<file path="config.mk">
export PLATFORM = sky130hd
export DESIGN_NAME = ctw_div
export DESIGN_NICKNAME = d
export VERILOG_FILES = /design/src/hdl/ctw_pkg.sv /design/src/hdl/ctw_div.sv
export SDC_FILE = /design/constraint.sdc
export NUM_CORES = 1
export LEC_CHECK = 0
export BUFFER_PORTS_ARGS = -buffer_cell sky130_fd_sc_hd__buf_4
export CORE_MARGIN = 1.5
export CORE_UTILIZATION = 25
export DETAILED_ROUTE_END_ITERATION = 10
export PLACE_DENSITY_LB_ADDON = 0.15
export SLEW_MARGIN = 20
export SYNTH_ARGS = -nofsm -noshare
export SYNTH_HDL_FRONTEND = slang
export SYNTH_SLANG_ARGS = --single-unit
</file>
<file path="constraint.sdc">
create_clock -name clock -period 15.8 [get_ports clock]
set_input_delay 1.58 -clock clock [delete_from_list [all_inputs] [get_ports clock]]
set_output_delay 1.58 -clock clock [all_outputs]
set_load 0.05 [all_outputs]
</file>
<file path="src/hdl/ctw_pkg.sv">
// Shared constants for the hue wheel color tween core.
// No dependencies; used by ctw_div and color_tween_via_hue_wheel_core.
`default_nettype none

package ctw_pkg;

   // Quotient bits resolved per divider pipeline stage.
   localparam int DIV_STEPS = 4;

   // Six zones of the hue wheel, in wheel order.
   localparam logic [2:0] HUE_RED     = 3'd0;
   localparam logic [2:0] HUE_YELLOW  = 3'd1;
   localparam logic [2:0] HUE_GREEN   = 3'd2;
   localparam logic [2:0] HUE_CYAN    = 3'd3;
   localparam logic [2:0] HUE_BLUE    = 3'd4;
   localparam logic [2:0] HUE_MAGENTA = 3'd5;

endpackage

`default_nettype wire

</file>
<file path="src/hdl/ctw_div.sv">
// Pipelined unsigned restoring divider, ctw_pkg::DIV_STEPS quotient bits per stage.
// Depends on ctw_pkg.
`default_nettype none

module ctw_div #(
   parameter int NUM_W = 24,
   parameter int DEN_W = 8
) (
   input  logic             clock,
   input  logic             en,
   input  logic [NUM_W-1:0] num,
   input  logic [DEN_W-1:0] den,
   output logic [NUM_W-1:0] quo
);

   localparam int STAGES = (NUM_W + ctw_pkg::DIV_STEPS - 1) / ctw_pkg::DIV_STEPS;
   localparam int PAD_W  = STAGES * ctw_pkg::DIV_STEPS;

   logic [DEN_W-1:0] rem_ff [STAGES];
   logic [DEN_W-1:0] rem_in [STAGES];
   logic [DEN_W-1:0] den_ff [STAGES];
   logic [PAD_W-1:0] num_ff [STAGES];
   logic [PAD_W-1:0] num_in [STAGES];
   logic [PAD_W-1:0] quo_ff [STAGES];
   logic [PAD_W-1:0] quo_in [STAGES];

   for (genvar k = 0; k < STAGES; k++) begin : g_stage
      logic [DEN_W-1:0] rem_src;
      logic [DEN_W-1:0] den_src;
      logic [PAD_W-1:0] num_src;
      logic [PAD_W-1:0] quo_src;
      logic [DEN_W-1:0] rem_nx;
      logic [PAD_W-1:0] num_nx;
      logic [PAD_W-1:0] quo_nx;

      if (k == 0) begin : g_first
         assign rem_src = '0;
         assign num_src = PAD_W'(num);
         assign quo_src = '0;
         assign den_src = den;
      end else begin : g_next
         assign rem_src = rem_ff[k-1];
         assign num_src = num_ff[k-1];
         assign quo_src = quo_ff[k-1];
         assign den_src = den_ff[k-1];
      end

      always_comb begin
         logic [DEN_W:0]   trial;
         logic [DEN_W:0]   diff;
         logic [DEN_W-1:0] r;
         logic [PAD_W-1:0] n;
         logic [PAD_W-1:0] q;
         r = rem_src;
         n = num_src;
         q = quo_src;
         for (int j = 0; j < ctw_pkg::DIV_STEPS; j++) begin
            trial = {r, n[PAD_W-1]};
            n     = n << 1;
            diff  = trial - {1'b0, den_src};
            if (trial >= {1'b0, den_src}) begin
               q = {q[PAD_W-2:0], 1'b1};
               r = diff[DEN_W-1:0];
            end else begin
               q = {q[PAD_W-2:0], 1'b0};
               r = trial[DEN_W-1:0];
            end
         end
         rem_nx = r;
         num_nx = n;
         quo_nx = q;
      end

      assign rem_in[k] = rem_nx;
      assign num_in[k] = num_nx;
      assign quo_in[k] = quo_nx;

      always_ff @(posedge clock) begin
         if (en) begin
            rem_ff[k] <= rem_in[k];
            num_ff[k] <= num_in[k];
            quo_ff[k] <= quo_in[k];
            den_ff[k] <= den_src;
         end
      end
   end

   assign quo = quo_ff[STAGES-1][NUM_W-1:0];

endmodule

`default_nettype wire

</file>
# ---- Word level (Yosys, flattened, before mapping)
# Memory sizes are Yosys's and may differ from the RTL's.
# Cells that the tools add are included.
dict set report word_totals {
  reg_bits 0
  latchBits 0
  mem_bits_rw 360
  rom_bits 0
  output_inout_bits 24
  wordCells 102
  n_memories 4
}
dict set report op_classes {
  n_addsub 24
  multipliers 0
  n_div 0
  magnitude_cmp 24
  n_eq_ne 0
  n_shift 0
  mux 50
  bitwise 0
  reduce_logical 0
}
# memory words word_bits rd rd_clocked_by_memory_dff write_ports line
set mem_list {}
lappend mem_list {quo_ff 6 24 6 0 6 ctw_div.sv:24} ;# logic [PAD_W-1:0] quo_ff [STAGES];
lappend mem_list {num_ff 6 20 5 0 6 ctw_div.sv:22} ;# logic [PAD_W-1:0] num_ff [STAGES];
lappend mem_list {den_ff 6 8 5 0 6 ctw_div.sv:21} ;# logic [DEN_W-1:0] den_ff [STAGES];
lappend mem_list {rem_ff 6 8 5 0 6 ctw_div.sv:19} ;# logic [DEN_W-1:0] rem_ff [STAGES];
# cell count
set ops {}
lappend ops {{$ge A9 B8 Y1} 23}
lappend ops {{$mux W8} 24}
lappend ops {{$sub A8 B8 Y8} 23}
lappend ops {{$mux W1} 26}
lappend ops {{$ge A1 B8 Y1} 1}
lappend ops {{$sub A1 B8 Y8} 1}

# ---- Depth between registers and ports, before layout
# Gate-level depths: netlist of the first run.
# An unclocked memory read counts as a cell.
dict set report depth {
  depth_word 9
  depth_mapped 46
}

# ---- Least setup slack after synthesis of the first run
# OpenSTA, ideal clock, no wires.
dict set report synth_path {
  path_type {reg-to-reg}
  start {memory den_ff[3][5]}
  end {memory rem_ff[4][1] (data pin)}
  setup_time_ns 0.260
  t_arrival_ns 8.498
  slack_ns 7.042
  path_stages_with_launch 40
  synth_period_minus_slack_ns 8.758
  path_cell_list {edfxtp_1 > inv_1 > ha_1 > and3_1 > a2111oi_0 > o21a_1 > buf_1 > nor2_1 > a21oi_1 > inv_1 > ha_1 > nor2b_1 > o21a_1 > o21ai_0 > a21oi_1 > a221oi_1 > o31ai_1 > clkbuf_1 > (+4 left out) > o21ai_0 > a21boi_0 > o31a_1 > o31ai_1 > nand4_1 > mux2i_1 > clkbuf_1 > mux2_2 > ha_1 > nand2_1 > a21o_1 > a31o_2 > a21oi_1 > o21ba_2 > mux2_2 > nand2_1 > nand2_1 > mux2_2}
}
# element line
set synth_rtl {}
lappend synth_rtl {{from (decl)} ctw_div.sv:21}
lappend synth_rtl {{to (decl)} ctw_div.sv:19}

==> impl_metrics.json, run 1 <==
{
  "wl_per_cell_um": 15.7,
  "slew_violations": 0,
  "synth_mux_area_share_pct": 7.62,
  "crit_fanout": 17,
  "synth-edff-count": 224,
  "synth_compound_area_share_pct": 13.6,
  "netlist_area_mm2": 0.0162,
  "synth_area_leaders": "edfxtp_1 42%, ha_1 14%, mux2_2 5.4%",
  "hold_violations": 0,
  "grt_pass1_vias": 11434,
  "synth_top_family_by_area": "adder cells",
  "drt_iter0_drc": 604,
  "grt_max_degree": 103,
  "min_to": "quo_ff[5][15]$_DFFE_PP_",
  "worst_path_most_repeated_cell": "o21ai_0",
  "antenna_found_initial": 0,
  "die_h_um": 258,
  "cp.arrival_ps": 10080,
  "rows": 93,
  "cp_slowest_cell": "a2111oi_4",
  "ant_nets": 0,
  "grt_pass1_wl_mm": 61.9,
  "post-route-min-period_ps": 9770,
  "cts_setup_buffers": 0,
  "criticalPathCategory": "flop to flop",
  "yosys.area_share.simple_pct": 10.5,
  "dp.cells": 2397,
  "ys.warnings.count": 0,
  "fin_crit_sh_pct": 61.8,
  "drtPass1Iterations": 4,
  "run_status": "finished clean",
  "clk_pin_slew_ps": 60,
  "die_area_mm2": 0.0663,
  "synth-main-ff-cell": "edfxtp_1",
  "drv_cap": 0,
  "hold_class": "flop to flop",
  "hp-start": "quo_ff[4][11]$_DFFE_PP_",
  "critical_path_required_ps": 16110,
  "layoutNonFillerInstCount": 2453,
  "grt_usage_pct": 11.6,
  "clock-skew-final_ps": 11.1,
  "worstRegToRegCells": 37,
  "clk_path_buf_depth": 3,
  "grt-ovfl-total": 0,
  "htree_levels": 1,
  "cts_inserted_buffers": 30,
  "yosys.area.top_type": "edfxtp_1",
  "holdWs_ps": 416,
  "regToRegStartpoint": "den_ff[0][1]$_DFFE_PP_",
  "startpoint_type": "flop",
  "worstMarginPinSlew_ps": 928,
  "die_w_um": 258,
  "fin_nets": 1816,
  "synthAdderAreaFrac_pct": 17.1,
  "r2r_end": "rem_ff[1][1]$_DFFE_PP_",
  "insertion_delay_ps": 570,
  "dp_hpwl_mm": 29.5,
  "syn2layout_area_growth_pct": 15.8,
  "synth_cell_types": 78,
  "drive_gt1_share_pct": 13.5,
  "wl_mm": 38.5,
  "postCtsHoldBufs": 0,
  "gp_congestion": 0.821,
  "reg2reg_slack_ps": 6030,
  "endpoint_kind": "flop",
  "syn_inst": 1496,
  "syn_area_per_cell_um2": 10.8,
  "fin_setup_tns_ps": 0,
  "synth_top_area_share_pct": 41.5,
  "via_count": 11188,
  "rsz0062_at_grt": "false",
  "synth_nets": 1738,
  "diodes": 0,
  "start_util_pct": 25.2,
  "async_flop_share_pct": 0,
  "ys_ff_latch": 224,
  "relSlewSlack_pct": 37.3,
  "synth_xor_xnor_area_share_pct": 5.52,
  "cts.sink_count": 224,
  "holdPathStages": 0,
  "viasPerCell": 4.56,
  "core_area_mm2": 0.0642,
  "synth-seq-area-share_pct": 41.5,
  "drcViolationCount": 0,
  "max_freq_mhz": 102,
  "io_buffers": 57,
  "setup_violations": 0,
  "pin_count": 58,
  "cpPeakStageDelay_ps": 810,
  "tritoncts": "done",
  "cts-root-buf": "clkbuf_16",
  "cts_resized": 0
}
[synth_stat cells (all sizes together), types with 5 or more instances]
cell type	number
mux2	85
fa	22
a21o	37
o211ai	7
o21bai	18
xor2	36
a211oi	9
nor3b	6
inv	161
a21oi	94
edfxtp	224
and2	5
nor2b	33
nand3	26
nand2	83
nor3	15
or3	7
or2	8
mux2i	25
nand2b	23
buf	7
ha	186
a21boi	13
clkbuf	8
nor2	82
o31ai	6
xnor2	66
and3	7
nand4	31
o21a	16
o21ai	89
[layout make-up]
type,count,area [um2]
Fill cell,6741,45500
Multi-Input combinational cell,1096,8800
Sequential cell,224,6730
Tap cell,855,1070
Clock buffer,36,795
Inverter,161,604
Timing Repair Buffer,61,465
Clock inverter,20,292
[per-layer routing]
metal  track usage (%)  up-vias  routed length (um)
met5                 0        -                   0
met4              3.17        0                 945
met3              1.63       55                1310
met2              19.5      171               17900
met1              15.6     5301               18400
li1                  -     5661                   -
[stage by stage]
step | worst slack [ps] | utilization, % | area (um2)
after floorplan | 7040 | - | 16200
after global placement | 5560 | 27.5 | 17700
after detailed placement | 5570 | 27.5 | 17700
after CTS | 5870 | 29.2 | 18700
after global routing | 5040 | 29.2 | 18700
final | 6030 | 29.2 | 18700
[how the worst max path moves through the flow]
stage / startpoint / to / slack [ps] / cells past startpoint
6_report: den_ff[0][1]$_DFFE_PP_ / rem_ff[1][1]$_DFFE_PP_ / 6030 / 37
5_1_grt: den_ff[0][1]$_DFFE_PP_ / rem_ff[1][1]$_DFFE_PP_ / 5040 / 37
4_1_cts: den_ff[0][1]$_DFFE_PP_ / rem_ff[1][1]$_DFFE_PP_ / 5870 / 37
3_5_place_dp: num[23] / rem_ff[0][7]$_DFFE_PP_ / 5570 / 38
3_3_place_gp: den[1] / rem_ff[0][7]$_DFFE_PP_ / 5560 / 36
2_1_floorplan: den_ff[3][5]$_DFFE_PP_ / rem_ff[4][1]$_DFFE_PP_ / 7040 / 39
[worst max-delay path: cells and delay by family (launching register included)]
kind / cells / cell delay, ps
AOI/OAI and AO/OA: 22 / 5490
adders and majority gates: 4 / 1370
and+or+nand+nor: 7 / 960
muxes: 2 / 860
DFF: 1 / 480
buffers and inverters: 2 / 330
[kinds of logic (layout without fill, tap and decap cells)]
group,after synthesis,count (layout)
xor+xnor,102,102
flops,224,224
simple gates,340,340
fa+ha+maj,208,208
mux,110,110
buf+inv,176,278
compound gates,336,336
[cells in the final DEF (no fill, tap or decap), types with 8 or more instances in the layout]
cell,n
o21a_1,16
nor2_1,81
a21o_1,37
nor3_1,15
nand2b_1,23
a211oi_1,8
xor2_1,36
o21bai_1,18
nand4_1,31
nor2b_1,33
inv_1,159
edfxtp_1,224
or2_2,8
mux2_2,78
xnor2_1,66
nand2_1,83
a21oi_1,93
buf_4,60
mux2i_1,25
clkbuf_16,31
fa_1,22
o21ai_0,84
nand3_1,26
a21boi_0,12
ha_1,186
[registers in the layout (all words and copies together), names as in the netlist]
name / cells
quo_ff: 84
rem_ff: 40
den_ff: 40
num_ff: 60
Power of run 1 is left out: the tool's default activity adds up to more than one toggle a clock period on the data nets, which glitch-free logic cannot reach.
==> run 2, diff against run 1 <==
ABC_AREA = 1   (was not set)
clock period = 9.25 ns   (was 15.8 ns; I/O delays follow)
==> run 2 against run 1 <==
  * Via count rose by 18%
  * Die area rose by 5.9%
  * Count of clock-buffer cells in the layout did not move
  * Critical path type unchanged
==> impl_metrics.json, run 2 <==
{
  "pin_count": 58,
  "hold_class": "flop to flop",
  "rsz0062_at_grt": "false",
  "syn2layout_area_growth_pct": 14.8,
  "synth_cell_types": 52,
  "core_area_mm2": 0.0675,
  "endpoint_kind": "flop",
  "synth-main-ff-cell": "edfxtp_1",
  "grt-ovfl-total": 0,
  "synth_nets": 2247,
  "final_common_cell": "nand2_1",
  "cts-root-buf": "clkbuf_16",
  "htree_levels": 1,
  "cts_resized": 0,
  "grt_pass1_vias": 12820,
  "cts_inserted_buffers": 31,
  "rows": 95,
  "holdWs_ps": 405,
  "grt_usage_pct": 12.2,
  "final_cell_mix": "522 x nand2_1, 301 x inv_1, 224 x edfxtp_1, 186 x ha_1, 122 x a21oi_1",
  "viasPerCell": 4.41,
  "fin_nets": 2327,
  "post-route-min-period_ps": 7660,
  "syn_area_per_cell_um2": 8.56,
  "synth-seq-area-share_pct": 39.2,
  "drive_gt1_share_pct": 9.82,
  "slew_violations": 0,
  "via_count": 13149,
  "ys_ff_latch": 224,
  "synthTopCellsByCount": "522 x nand2_1, 301 x inv_1, 224 x edfxtp_1, 186 x ha_1, 122 x a21oi_1",
  "cp.arrival_ps": 7970,
  "async_flop_share_pct": 0,
  "run_status": "finished clean",
  "drcViolationCount": 0,
  "netlist_area_mm2": 0.0172,
  "drt_iter0_drc": 729,
  "drtPass1Iterations": 4,
  "ant_nets": 0,
  "largest_reg_flops": 84,
  "largest-register": "quo_ff",
  "crit_fanout": 12,
  "die_h_um": 265,
  "antenna_found_initial": 0,
  "wl_per_cell_um": 14.3,
  "ys.warnings.count": 0,
  "dp_hpwl_mm": 32.8,
  "postCtsHoldBufs": 0,
  "syn_inst": 2005,
  "worst_path_most_repeated_cell": "nand2_1",
  "yosys.area.top_type": "edfxtp_1",
  "cpPeakStageDelay_ps": 540,
  "die_area_mm2": 0.0702,
  "clk_pin_slew_ps": 60,
  "worstMarginPinSlew_ps": 904,
  "wl_mm": 42.7,
  "drv_cap": 0,
  "synth_area_leaders": "edfxtp_1 39%, ha_1 14%, nand2_1 11%",
  "gp_congestion": 0.871,
  "cts_setup_buffers": 0,
  "yosysMostFrequentCell": "nand2_1",
  "critical_path_required_ps": 9560,
  "criticalPathCategory": "flop to flop",
  "fin_setup_tns_ps": 0,
  "insertion_delay_ps": 590,
  "clk_path_buf_depth": 3,
  "die_w_um": 265,
  "io_buffers": 57,
  "setup_violations": 0,
  "grt_max_degree": 91,
  "hold_violations": 0,
  "synth_top_area_share_pct": 39.2,
  "cts.sink_count": 224,
  "cp_slowest_cell": "o311ai_0",
  "largestRegisters": "quo_ff (84), num_ff (60)",
  "diodes": 0,
  "tritoncts": "done",
  "fin_crit_sh_pct": 82.8,
  "relSlewSlack_pct": 39.8,
  "max_freq_mhz": 131,
  "start_util_pct": 25.4,
  "clock-skew-final_ps": 25.3,
  "synth-edff-count": 224,
  "grt_pass1_wl_mm": 69.1,
  "startpoint_type": "flop"
}
==> run 2: cell count changes after synthesis, sizes merged, moves of 32 or more <==
cell / previous run / this run
nand3: 26 / 105
inv: 161 / 312
nor2b: 33 / 1
xor2: 36 / 71
nand2: 83 / 553
nor2: 82 / 118
mux2: 85 / 0
==> run 2: cell type report <==
type                            count  area, um2
Tap cell                          873       1090
Sequential cell                   224       6730
Inverter                          313       1180
Multi-Input combinational cell   1456       9150
Timing Repair Buffer               59        450
Fill cell                        7185      47800
Clock inverter                     21        308
Clock buffer                       36        795
==> run 2: layer usage <==
| layer | up-vias | routed length, um | GRT usage, % |
|---|---|---|---|
| li1 | 6879 | - | - |
| met1 | 6005 | 20400 | 16.3 |
| met2 | 208 | 19900 | 20.6 |
| met3 | 57 | 1240 | 1.56 |
| met4 | 0 | 1120 | 3.24 |
| met5 | - | 0 | 0 |
==> run 2: path summary, 6_finish.rpt <==
check / to / depth (start not counted) / slack (ps) / startpoint
min: quo_ff[3][7]$_DFFE_PP_ / 0 / 400 / quo_ff[2][3]$_DFFE_PP_
min reg2reg: quo_ff[3][7]$_DFFE_PP_ / 0 / 400 / quo_ff[2][3]$_DFFE_PP_
max: rem_ff[1][2]$_DFFE_PP_ / 36 / 1590 / den_ff[0][2]$_DFFE_PP_
max reg2reg: rem_ff[1][2]$_DFFE_PP_ / 36 / 1590 / den_ff[0][2]$_DFFE_PP_
==> run 2: through the flow <==
stage | instances | worst slack, ps | utilization, % | area [um2]
after floorplan | 2005 | 3040 | - | 17200
after global placement | 2925 | 1420 | 27.5 | 18600
after detailed placement | 2925 | 1500 | 27.5 | 18600
after CTS | 2982 | 1490 | 29.2 | 19700
after global routing | 2982 | 756 | 29.2 | 19700
final | 2982 | 1590 | 29.2 | 19700
==> run 2: logic make-up (layout without fill, tap and decap cells) <==
| group | Yosys count | count (layout) | synth area share [%] |
|---|---|---|---|
| flip-flops | 224 | 224 | 39.2 |
| adder cells (fa/ha/maj) | 208 | 208 | 16.1 |
| AO/OA/AOI/OAI | 274 | 274 | 9.14 |
| XOR/XNOR | 107 | 107 | 5.46 |
| buffers and inverters | 325 | 429 | 7.52 |
| AND/OR/NAND/NOR | 867 | 867 | 22.6 |
==> run 2: worst max-delay path, delay by kind of cell (launching register included) <==
family | cells | cell delay [ps]
AOI/OAI and AO/OA | 8 | 2210
DFF | 1 | 450
and+or+nand+nor | 20 | 2820
adders and majority gates | 4 | 1290
buffers and inverters | 4 | 610
Power of run 2 is left out for the same reason.
